**src/rtl/core/lifeg_ram.sv**
```systemverilog
// ----------------------------------------------------------------------------
// lifeg_ram
// Generic simple dual-port RAM: one write port, one read port, registered read.
// ----------------------------------------------------------------------------
module lifeg_ram #(
	parameter int WIDTH = 64,
	parameter int DEPTH = 64
) (
	input  logic                     clk,
	input  logic                     we,
	input  logic [$clog2(DEPTH)-1:0] waddr,
	input  logic [WIDTH-1:0]         wdata,
	input  logic [$clog2(DEPTH)-1:0] raddr,
	output logic [WIDTH-1:0]         rdata
);

	logic [WIDTH-1:0] mem_q [DEPTH];

	always_ff @(posedge clk) begin
		if (we) begin
			mem_q[waddr] <= wdata;
		end
		rdata <= mem_q[raddr];
	end

endmodule

```
**config.mk**
```make
export PLATFORM = sky130hd
export DESIGN_NAME = lifeg_ram
export DESIGN_NICKNAME = d
export VERILOG_FILES = /design/src/rtl/core/lifeg_ram.sv
export SDC_FILE = /design/constraint.sdc
export NUM_CORES = 2
export LEC_CHECK = 0
export BUFFER_PORTS_ARGS = -buffer_cell sky130_fd_sc_hd__buf_2
export CAP_MARGIN = 20
export CORE_MARGIN = 3
export CORE_UTILIZATION = 50
export CTS_BUF_LIST = sky130_fd_sc_hd__clkbuf_4
export CTS_CLUSTER_DIAMETER = 100
export DETAILED_ROUTE_END_ITERATION = 8
export PLACE_DENSITY_LB_ADDON = 0.15
export RECOVER_POWER = 50
export SKIP_CTS_REPAIR_TIMING = 1
export SYNTH_ARGS = -nofsm -noshare
export SYNTH_HDL_FRONTEND = slang
export SYNTH_SLANG_ARGS = --single-unit
```
**constraint.sdc**
```tcl
create_clock -name clk -period 14.9 [get_ports clk]
set_input_delay 2.98 -clock clk [delete_from_list [all_inputs] [get_ports clk]]
set_output_delay 2.98 -clock clk [all_outputs]
set_load 0.02 [all_outputs]
```
* Yosys cells after proc, flatten, opt, wreduce, memory -nomap -nowiden
Memory sizes are Yosys's and may differ from the RTL's. A register that Yosys moved wholly into a read port is not among the register bits. Cells that the tools add are included.
Word-level totals: bits in registers 0, memory bits (writable) 4096, output and inout port bits 64, memories 1
Operators by class: multiplexer cells 2
Memory list:
- mem_q | words 64, bits a word 64, read ports 1, clocked after memory_dff 1, wr ports 1, line 17 | logic [WIDTH-1:0] mem_q [DEPTH];
Operator list (count):
- 1-bit 2-to-1 mux | 2

* Longest topological paths before layout
depth in word-level cells 2, gate-level depth with buffers 9, mapped depth without buffers 5

* Worst setup path after synthesis
OpenSTA, ideal clock, no wires.
path type input port to flip-flop, from in waddr[3], to mem mem_q[48][0] (enable), arrival time 7.852 ns, setup slack 6.484 ns, cell stages on the path 4, path buffers 1, cells stage by stage clkbuf_1 nor2b_1 nand4b_1 nor3_1
RTL lines:
- start: declaration | line 11 | input logic [$clog2(DEPTH)-1:0] waddr,
- end: declaration | line 17
No word-level cell before the write port.

* Final worst setup path
from in we, to mem mem_q[40][36] (enable)
On the way: cells in the longest elaborated chain, start to end 2
RTL lines:
- start: declaration | line 10 | input logic we,
- 1-bit 2-to-1 mux | line 20 | if (we) begin
- 1-bit 2-to-1 mux (implied by the code) | line 21 | mem_q[waddr] <= wdata;
No other way between the ends.

==> run metrics <==
via/cell ratio 6.38; Synth Net Count 6676; max_slew headroom -76.6%; Cells after Synth approximately 6600; Req. time, crit path between 15000 and 20000 ps; gpl congestion between 0.7 and 0.8; first-pass GRT wire length between 600000 and 700000 um; Post-Route Setup TNS 0 ps; Worst setup EP type flip-flop; crit path max fanout 25; WL final 446000 um; final core occ 56.8%; cts bufs inserted ~1100; Routed Antenna Nets 0; syn avg cell area around 24 sq um; yosys warns 0; Seq cells post-synth 4160; Worst-Skew Late Latency between 1500 and 2000 ps; I/O pin cnt 142; initial antenna violation count between 40 and 50; I/O Buffers roughly 140; dpl hpwl roughly 230000 um; via count approximately 80000; Die ar. 319000 sq um; Core ar. between 300000 and 400000 sq um; setup repair after global routing missed its margin no; P per Cell Area approximately 140 nW/um^2; H-tree Lvls 7; failing checks capacitance limit, slew limit; die width around 570 um; Cell Area, Synth 156000 sq um; P&R area growth vs syn 12.7%; type of the worst setup path in2reg; Initial DRT Pass Iterations 6; Final Hold Fails 0; CTS Buffer Depth 5; Core Rows slightly above 200; peak supply drop between 0.0001 and 0.00015 V; Max-Cap Viols 75; pin count of the biggest net entering global routing 122; initial DRC count around 10000; Final setup viols 0; Leakage around 56 nW; sequential area share after synthesis between 70% and 80%; clk root buf clkbuf_4; routed length per placed instance about 36 um; Nets ~7800; Die Ht between 500 and 600 um; layout cells sized above 1 around 37%; HP Class reg2reg; clock tree sinks around 4200; # DRC 0; Starting Density between 50 and 60%; f_max between 0.15 and 0.2 GHz; Worst setup SP type input port; Fin Clk Skew roughly 120 ps; clock-pin slew on the worst setup and hold paths ~60 ps; fin crit share approximately two fifths; status complete, but fails checks; Worst Max-Slew Pin Slew 2650 ps; Max Transition Viols Final between 4000 and 5000; gr ovfl total 0; Tmin final about 5800 ps; vias in the first global route 81945; CTS tree yes; Global Route Usage Sum roughly 28%; Worst EP arrival just under 7000 ps; post-synth cell types 33
## critical path, stage by stage
cell	delay, ps
clkbuf_1	220
nor2b_1	340
nand2_1	400
nor2_1	590
clkbuf_1	1520
buf_4	820
## cells by family (layout without fill, tap and decap cells)
logic type | after synthesis | count (layout) | share of synthesized area (%)
AO/OA/AOI/OAI | 504 | 504 | 2.48
buffers and inverters | 389 | 2216 | 1.18
multiplexers | 1159 | 1159 | 15.6
other | 0 | 26 | 0
flip-flops | 4160 | 4160 | 79.5
AND/OR/NAND/NOR | 386 | 386 | 1.24
## layout by cell type (no fill, tap or decap), drive strengths merged, types with 3 or more instances in the layout
cell / n
edfxtp: 4096
clkbuf: 1711
mux4: 1024
buf: 287
a22oi: 168
clkinv: 161
mux2i: 135
nor2: 112
a22o: 88
o22ai: 83
and3: 64
dfxtp: 64
a211oi: 63
nand2: 58
nand3: 45
o221ai: 38
inv: 38
or3: 29
or2: 28
nor2b: 28
diode: 26
a41oi: 26
a2bb2oi: 19
a31oi: 18
bufinv: 16
nand2b: 11
clkinvlp: 3
and2: 3
## flip-flops by register name, summed over array words and instances, names as in the netlist
name / count
mem_q: 4096
rdata: 64
## worst paths after layout
check,cells after the start,from,endpoint,slack [ps]
setup / recovery,6,we,mem_q[40][36],9080
hold / removal,4,mem_q[47][14],rdata[14],810
setup reg to reg,5,mem_q[55][4],rdata[4],12580
hold reg to reg,4,mem_q[47][14],rdata[14],810
## routing by layer
layer	global-route usage, %	part of all wire, %	routed length, um
met3	7.30	10	46100
met5	0	0.014	61
met1	40.6	40	177000
met2	43.3	47	212000
met4	9.47	2.6	11400
## synth_stat cells
master | n | area, sq um
o221ai_1 | 38 | 333
nand2b_1 | 11 | 68.8
and2_1 | 3 | 18.8
nor2b_1 | 28 | 175
nand4b_1 | 1 | 8.76
buf_2 | 170 | 851
buf_4 | 34 | 255
inv_1 | 19 | 71.3
a211oi_1 | 63 | 473
nand3b_1 | 2 | 15.0
clkbuf_1 | 140 | 526
nor3_1 | 2 | 10.0
a22o_1 | 88 | 771
edfxtp_1 | 4096 | 123000
mux2i_1 | 135 | 1350
a41oi_1 | 26 | 228
dfxtp_1 | 64 | 1280
o22ai_1 | 83 | 519
or3_1 | 29 | 181
nor2_1 | 112 | 420
buf_6 | 6 | 67.6
nand3_1 | 45 | 225
a2bb2oi_1 | 19 | 166
mux4_2 | 1024 | 23100
or2_2 | 28 | 175
nand2_1 | 58 | 218
a31o_1 | 1 | 8.76
nand4_1 | 2 | 12.5
or3b_2 | 1 | 8.76
and3_1 | 64 | 400
buf_1 | 20 | 75.1
a31oi_1 | 18 | 113
a22oi_1 | 168 | 1260
## where the power goes
part | internal, W | total (W) | switching (W)
combinational | 0.000395 | 0.00111 | 0.000714
sequential | 0.0130 | 0.0130 | 0.0000513
clock | 0.00523 | 0.00969 | 0.00447
## layout make-up
| type | count | area (sq um) |
|---|---|---|
| sequential | 4160 | 124000 |
| fill | 23198 | 134000 |
| inverter | 19 | 71.3 |
| multi-input combinational | 2049 | 30700 |
| clock buffer | 1623 | 12200 |
| antenna | 26 | 65.1 |
| tap | 4120 | 5150 |
| clock inverter | 199 | 1220 |
| timing repair buffer | 375 | 2540 |
## metrics by stage
stage               instance area (sq um)  hold WS (ps)  worst slack (ps)  power, W  cells
detailed placement                 163000           825              7630    0.0144  10702
global placement                   163000           813              7630    0.0144  10698
finish                             176000           812              9080    0.0238  12571
global route                       176000           857              9020    0.0248  12557
CTS                                176000           807              9060    0.0240  12524
floorplan                          156000           788              6480    0.0139   6598
Power figures use the tool's default switching activity.
