==> src/rtl/core/lifeg_pkg.sv <==
// ----------------------------------------------------------------------------
// lifeg_pkg
// Shared types and constants for the toroidal life grid engine.
// ----------------------------------------------------------------------------
package lifeg_pkg;

	// operation carried by each input transaction
	typedef enum logic [1:0] {
		MODE_TOGGLE = 2'd0,
		MODE_CLEAR  = 2'd1,
		MODE_STEP   = 2'd2,
		MODE_READ   = 2'd3
	} mode_t;

	// neighbor count, 0..8
	localparam int unsigned NCNT_W = 4;
	typedef logic [NCNT_W-1:0] ncnt_t;

	// B3/S23 rule
	localparam ncnt_t BIRTH_N = ncnt_t'(3);
	localparam ncnt_t KEEP_N  = ncnt_t'(2);

endpackage

==> src/rtl/core/lifeg_row_rule.sv <==
// ----------------------------------------------------------------------------
// lifeg_row_rule
// Next-generation row from three old rows, columns wrap at both edges.
// ----------------------------------------------------------------------------
module lifeg_row_rule #(
	parameter int GRID_W = 64
) (
	input  logic [GRID_W-1:0] up,
	input  logic [GRID_W-1:0] mid,
	input  logic [GRID_W-1:0] dn,
	output logic [GRID_W-1:0] nxt
);

	for (genvar c = 0; c < GRID_W; c++) begin : g_col
		localparam int L = (c == 0) ? GRID_W - 1 : c - 1;
		localparam int R = (c == GRID_W - 1) ? 0 : c + 1;

		lifeg_pkg::ncnt_t n;

		assign n = lifeg_pkg::ncnt_t'(up[L]) + lifeg_pkg::ncnt_t'(up[c])
			+ lifeg_pkg::ncnt_t'(up[R]) + lifeg_pkg::ncnt_t'(mid[L])
			+ lifeg_pkg::ncnt_t'(mid[R]) + lifeg_pkg::ncnt_t'(dn[L])
			+ lifeg_pkg::ncnt_t'(dn[c]) + lifeg_pkg::ncnt_t'(dn[R]);

		assign nxt[c] = (n == lifeg_pkg::BIRTH_N) || (mid[c] && (n == lifeg_pkg::KEEP_N));
	end

endmodule
==> config.mk <==
export PLATFORM = sky130hd
export DESIGN_NAME = lifeg_row_rule
export DESIGN_NICKNAME = d
export VERILOG_FILES = /design/src/rtl/core/lifeg_pkg.sv /design/src/rtl/core/lifeg_row_rule.sv
export SDC_FILE = /design/constraint.sdc
export NUM_CORES = 1
export LEC_CHECK = 0
export BUFFER_PORTS_ARGS = -buffer_cell sky130_fd_sc_hd__buf_2
export CAP_MARGIN = 20
export CELL_PAD_IN_SITES_DETAIL_PLACEMENT = 0
export CELL_PAD_IN_SITES_GLOBAL_PLACEMENT = 1
export CORE_AREA = 2 2 188 153
export DETAILED_ROUTE_END_ITERATION = 6
export DIE_AREA = 0 0 190 155
export PLACE_DENSITY = 0.77
export REMOVE_ABC_BUFFERS = 1
export SYNTH_ARGS = -nofsm -noshare
export SYNTH_HDL_FRONTEND = slang
export SYNTH_SLANG_ARGS = --single-unit
==> constraint.sdc <==
create_clock -name vclk -period 4.1
set_clock_uncertainty 0.05 [all_clocks]
set_input_delay 0.41 -clock vclk [all_inputs]
set_output_delay 0.41 -clock vclk [all_outputs]
set_load 0.03 [all_outputs]
* Yosys cells after proc, flatten, opt, wreduce, memory -nomap -nowiden
Cells that the tools add are included.
Storage, ports and cells: register bits after elaboration 0, bits of input ports 192, output and inout port bits 64, word-level logic and storage cells 704
Cells by class: add/subtract/negate cells 448, eq/ne operators 128, reductions and logical operators 128
Operators with widths (number):
- 4-bit by 1-bit adder with 4-bit output | 256
- 4-bit by 2-bit == test with 1-bit output (second input constant) | 128
- 3-bit by 1-bit adder with 4-bit output | 64
- 2-bit by 1-bit adder with 3-bit output | 64
- 1-bit by 1-bit adder with 2-bit output | 64
- 1-bit logical AND | 64
- 1-bit logical OR | 64

* Longest topological paths before layout
depth in word-level cells 10, mapped depth 9, depth with buffers taken out 9

* Worst setup path after synthesis
No wires, ideal clock.
kind input to output, from in up[0], to out nxt[63], setup slack 0.385 ns, stages on the path 9, path buffers 0, arrival 3.255 ns, data required time 3.640 ns, cells stage by stage inv_1 fa_1 fa_1 fa_1 inv_1 ha_1 fa_1 or2_1 a21oi_1
Between the ends: word-level cells in the longest chain between the ends 9, elaborated cells on any way between the ends 10, those cells by class 6 x add/sub; 2 x eq/ne; 2 x reduce/logical
Ends and longest elaborated chain:
- start: declaration | RTL line lifeg_row_rule.sv:8 | input logic [GRID_W-1:0] up,
- 2-bit by 1-bit adder with 3-bit output (*) | RTL line lifeg_row_rule.sv:21 | + lifeg_pkg::ncnt_t'(up[R]) + lifeg_pkg::ncnt_t'(mid[L])
- 3-bit by 1-bit adder with 4-bit output (*) | RTL line lifeg_row_rule.sv:21
- 4-bit by 1-bit adder with 4-bit output (*) (2 in series) | RTL line lifeg_row_rule.sv:22 | + lifeg_pkg::ncnt_t'(mid[R]) + lifeg_pkg::ncnt_t'(dn[L])
- 4-bit by 1-bit adder with 4-bit output (*) (2 in series) | RTL line lifeg_row_rule.sv:23 | + lifeg_pkg::ncnt_t'(dn[c]) + lifeg_pkg::ncnt_t'(dn[R]);
- 4-bit by 2-bit == test with 1-bit output | RTL line lifeg_row_rule.sv:25 | assign nxt[c] = (n == lifeg_pkg::BIRTH_N) || (mid[c] && (n == lifeg_pkg::KEEP_N));
- 1-bit logical AND | RTL line lifeg_row_rule.sv:25
- 1-bit logical OR (*) | RTL line lifeg_row_rule.sv:25
- end: declaration | RTL line lifeg_row_rule.sv:11 | output logic [GRID_W-1:0] nxt
Mark *: on every way between the ends. The rest lies on a longest branch, timed or not.

* Final worst setup path
from in up[57], to out nxt[58]
Between the ends: word-level cells in the longest chain between the ends 10, elaborated cells on any way between the ends 11, those cells by class 7 x add/sub; 2 x eq/ne; 2 x reduce/logical
Ends and longest elaborated chain:
- 1-bit by 1-bit adder with 2-bit output (*) | RTL line lifeg_row_rule.sv:20 | assign n = lifeg_pkg::ncnt_t'(up[L]) + lifeg_pkg::ncnt_t'(up[c])
- 2-bit by 1-bit adder with 3-bit output (*) | RTL line lifeg_row_rule.sv:21
- 3-bit by 1-bit adder with 4-bit output (*) | RTL line lifeg_row_rule.sv:21
- 4-bit by 1-bit adder with 4-bit output (*) (2 in series) | RTL line lifeg_row_rule.sv:22
- 4-bit by 1-bit adder with 4-bit output (*) (2 in series) | RTL line lifeg_row_rule.sv:23
- 4-bit by 2-bit == test with 1-bit output | RTL line lifeg_row_rule.sv:25
- 1-bit logical AND | RTL line lifeg_row_rule.sv:25
- 1-bit logical OR (*) | RTL line lifeg_row_rule.sv:25
Marked as above.

==> results.json <==
{
  "min_period_ns": 3.80,
  "core_um2": 27700,
  "final_cell_mix": "inv_1, fa_1, buf_2",
  "path_cells": "buf_2 -> inv_1 -> fa_1 -> fa_1 -> fa_1 -> inv_1 -> ha_1 -> fa_1 -> or2_1 -> a21oi_1 -> buf_2",
  "initial_core_util": 0.393,
  "status": "completed",
  "cp-end-kind": "primary output",
  "yosysSeqAreaShare": 0,
  "critPathLaunchType": "input pin",
  "crit_arrival_ns": 3.34,
  "vias_per_cell": 4.40,
  "fin_util": 0.456,
  "slew_violations": 0,
  "crit_path_end": "nxt[58]",
  "drt_wl_total_mm": 22.5,
  "synth_warnings": 0,
  "p_per_area_nw_per_um2": 275,
  "met1_usage": 0.237,
  "crit_top_cell": "fa_1",
  "fin_tns_setup_ns": 0,
  "use_met2": 0.261,
  "worstMarginPinSlew_ns": 0.238,
  "grt_pass1_vias": 8704,
  "hold_path_depth": 4,
  "wire_per_inst_um": 12.2,
  "path_buf_inv": 4,
  "drive_above_1_share": 0.174,
  "synth_area_um2": 10900,
  "gp_congestion": 0.823,
  "grt_pass1_wl_mm": 39.7,
  "nFlopsAndLatches": 0,
  "mostFrequentLayoutCell": "inv_1",
  "die_y_um": 155,
  "crit_cells": 11,
  "grt_usage": 0.160,
  "path_max_fanout": 2,
  "post_cts_buffers": 0,
  "synth_cell_types": 8,
  "nNetsFinal": 2113,
  "slew_headroom": 0.841,
  "setup_viol": 0,
  "holdWs_ns": 1.22,
  "grt_use_met3": 0.0199,
  "grt-ovfl-total": 0,
  "rsz0062_at_grt": "no",
  "seq_area_um2": 0,
  "synth_area_per_cell_um2": 8.96,
  "die_w_um": 190,
  "critPathMaxStageDelay_ns": 0.55,
  "post_cts_resized": 0,
  "dr.pass1.iters": 6,
  "required_ns": 3.64,
  "rows": 55,
  "netlist_instances": 1215,
  "clock.fmax_mhz": 263,
  "grt_busiest_layer": "met2",
  "ios": 256,
  "clockBufferCount": 0,
  "setup.worst_path.class": "input pin to primary output",
  "drtIter0Drc": 218,
  "finalCritPeriodShare": 0.927,
  "max-vdd-ir-drop_mv": 0.173,
  "io_buffers": 256,
  "grt_max_degree": 4,
  "cap_violations": 0,
  "finalHoldViolations": 0,
  "min_path_type": "input pin to primary output",
  "fp.dieArea_um2": 29500,
  "ant_nets": 0,
  "hpwlAfterDp_mm": 22.2,
  "hold_buffers": 0,
  "vias": 8120,
  "cpLargestDelayFamily": "adder cells",
  "syn2layout_area_growth_pct": 16.1,
  "crit_start": "up[57]",
  "crit_slowest_cell": "fa_1",
  "grt_antenna_before_repair": 8,
  "power_uw": 3480,
  "p_leak_uw": 0.00732,
  "drc": 0
}
area by class of cell:
| cell class | instances | area (µm²) |
|---|---|---|
| Tap cell | 370 | 463 |
| Inverter | 447 | 1680 |
| Fill cell | 2765 | 15100 |
| Antenna cell | 5 | 12.5 |
| Multi-Input combinational cell | 768 | 9210 |
| Timing Repair Buffer | 256 | 1280 |
how the worst min path moves through the flow:
stage / start / end / slack (ns)
finish: mid[3] / nxt[3] / 1.22
global route: mid[49] / nxt[49] / 1.24
detailed placement: mid[21] / nxt[21] / 1.22
global placement: mid[13] / nxt[13] / 1.22
CTS: mid[3] / nxt[3] / 1.23
floorplan: mid[10] / nxt[10] / 1.02
metrics by stage:
stage | worst slack [ns] | cell area (µm²) | std cells
floorplan | 0.385 | 10900 | 1215
global placement | 0.282 | 12600 | 1841
detailed placement | 0.249 | 12600 | 1841
CTS | 0.246 | 12600 | 1841
global route | 0.133 | 12600 | 1844
finish | 0.300 | 12600 | 1846
power breakdown:
group          internal, µW  switching, µW
registers                 0              0
clock network      0.000163              0
logic                  1380           2100
total                  1380           2100
cells by family after synthesis:
group           synth area share
fa+ha+maj                  0.691
compound gates            0.0883
buf+inv                    0.154
simple gates              0.0662
synthesized netlist by cell type:
library cell,n,area [µm²]
or2_0,15,93.8
o21ai_0,64,320
or2_1,49,307
nand3_1,64,320
fa_1,256,5120
a21oi_1,128,641
ha_1,192,2400
inv_1,447,1680
metal layers:
layer,vias up,wire [µm],part of all wire
li1,4172,-,-
met1,3781,11100,0.49
met2,145,10100,0.45
met3,16,1100,0.049
met4,6,202,0.0090
met5,-,34,0.0015
worst min-delay path: cells and delay by family:
kind | cells | cell delay [ns]
compound gates | 2 | 0.18
buf+inv | 2 | 0.27
(Power assumes the default switching activity.)
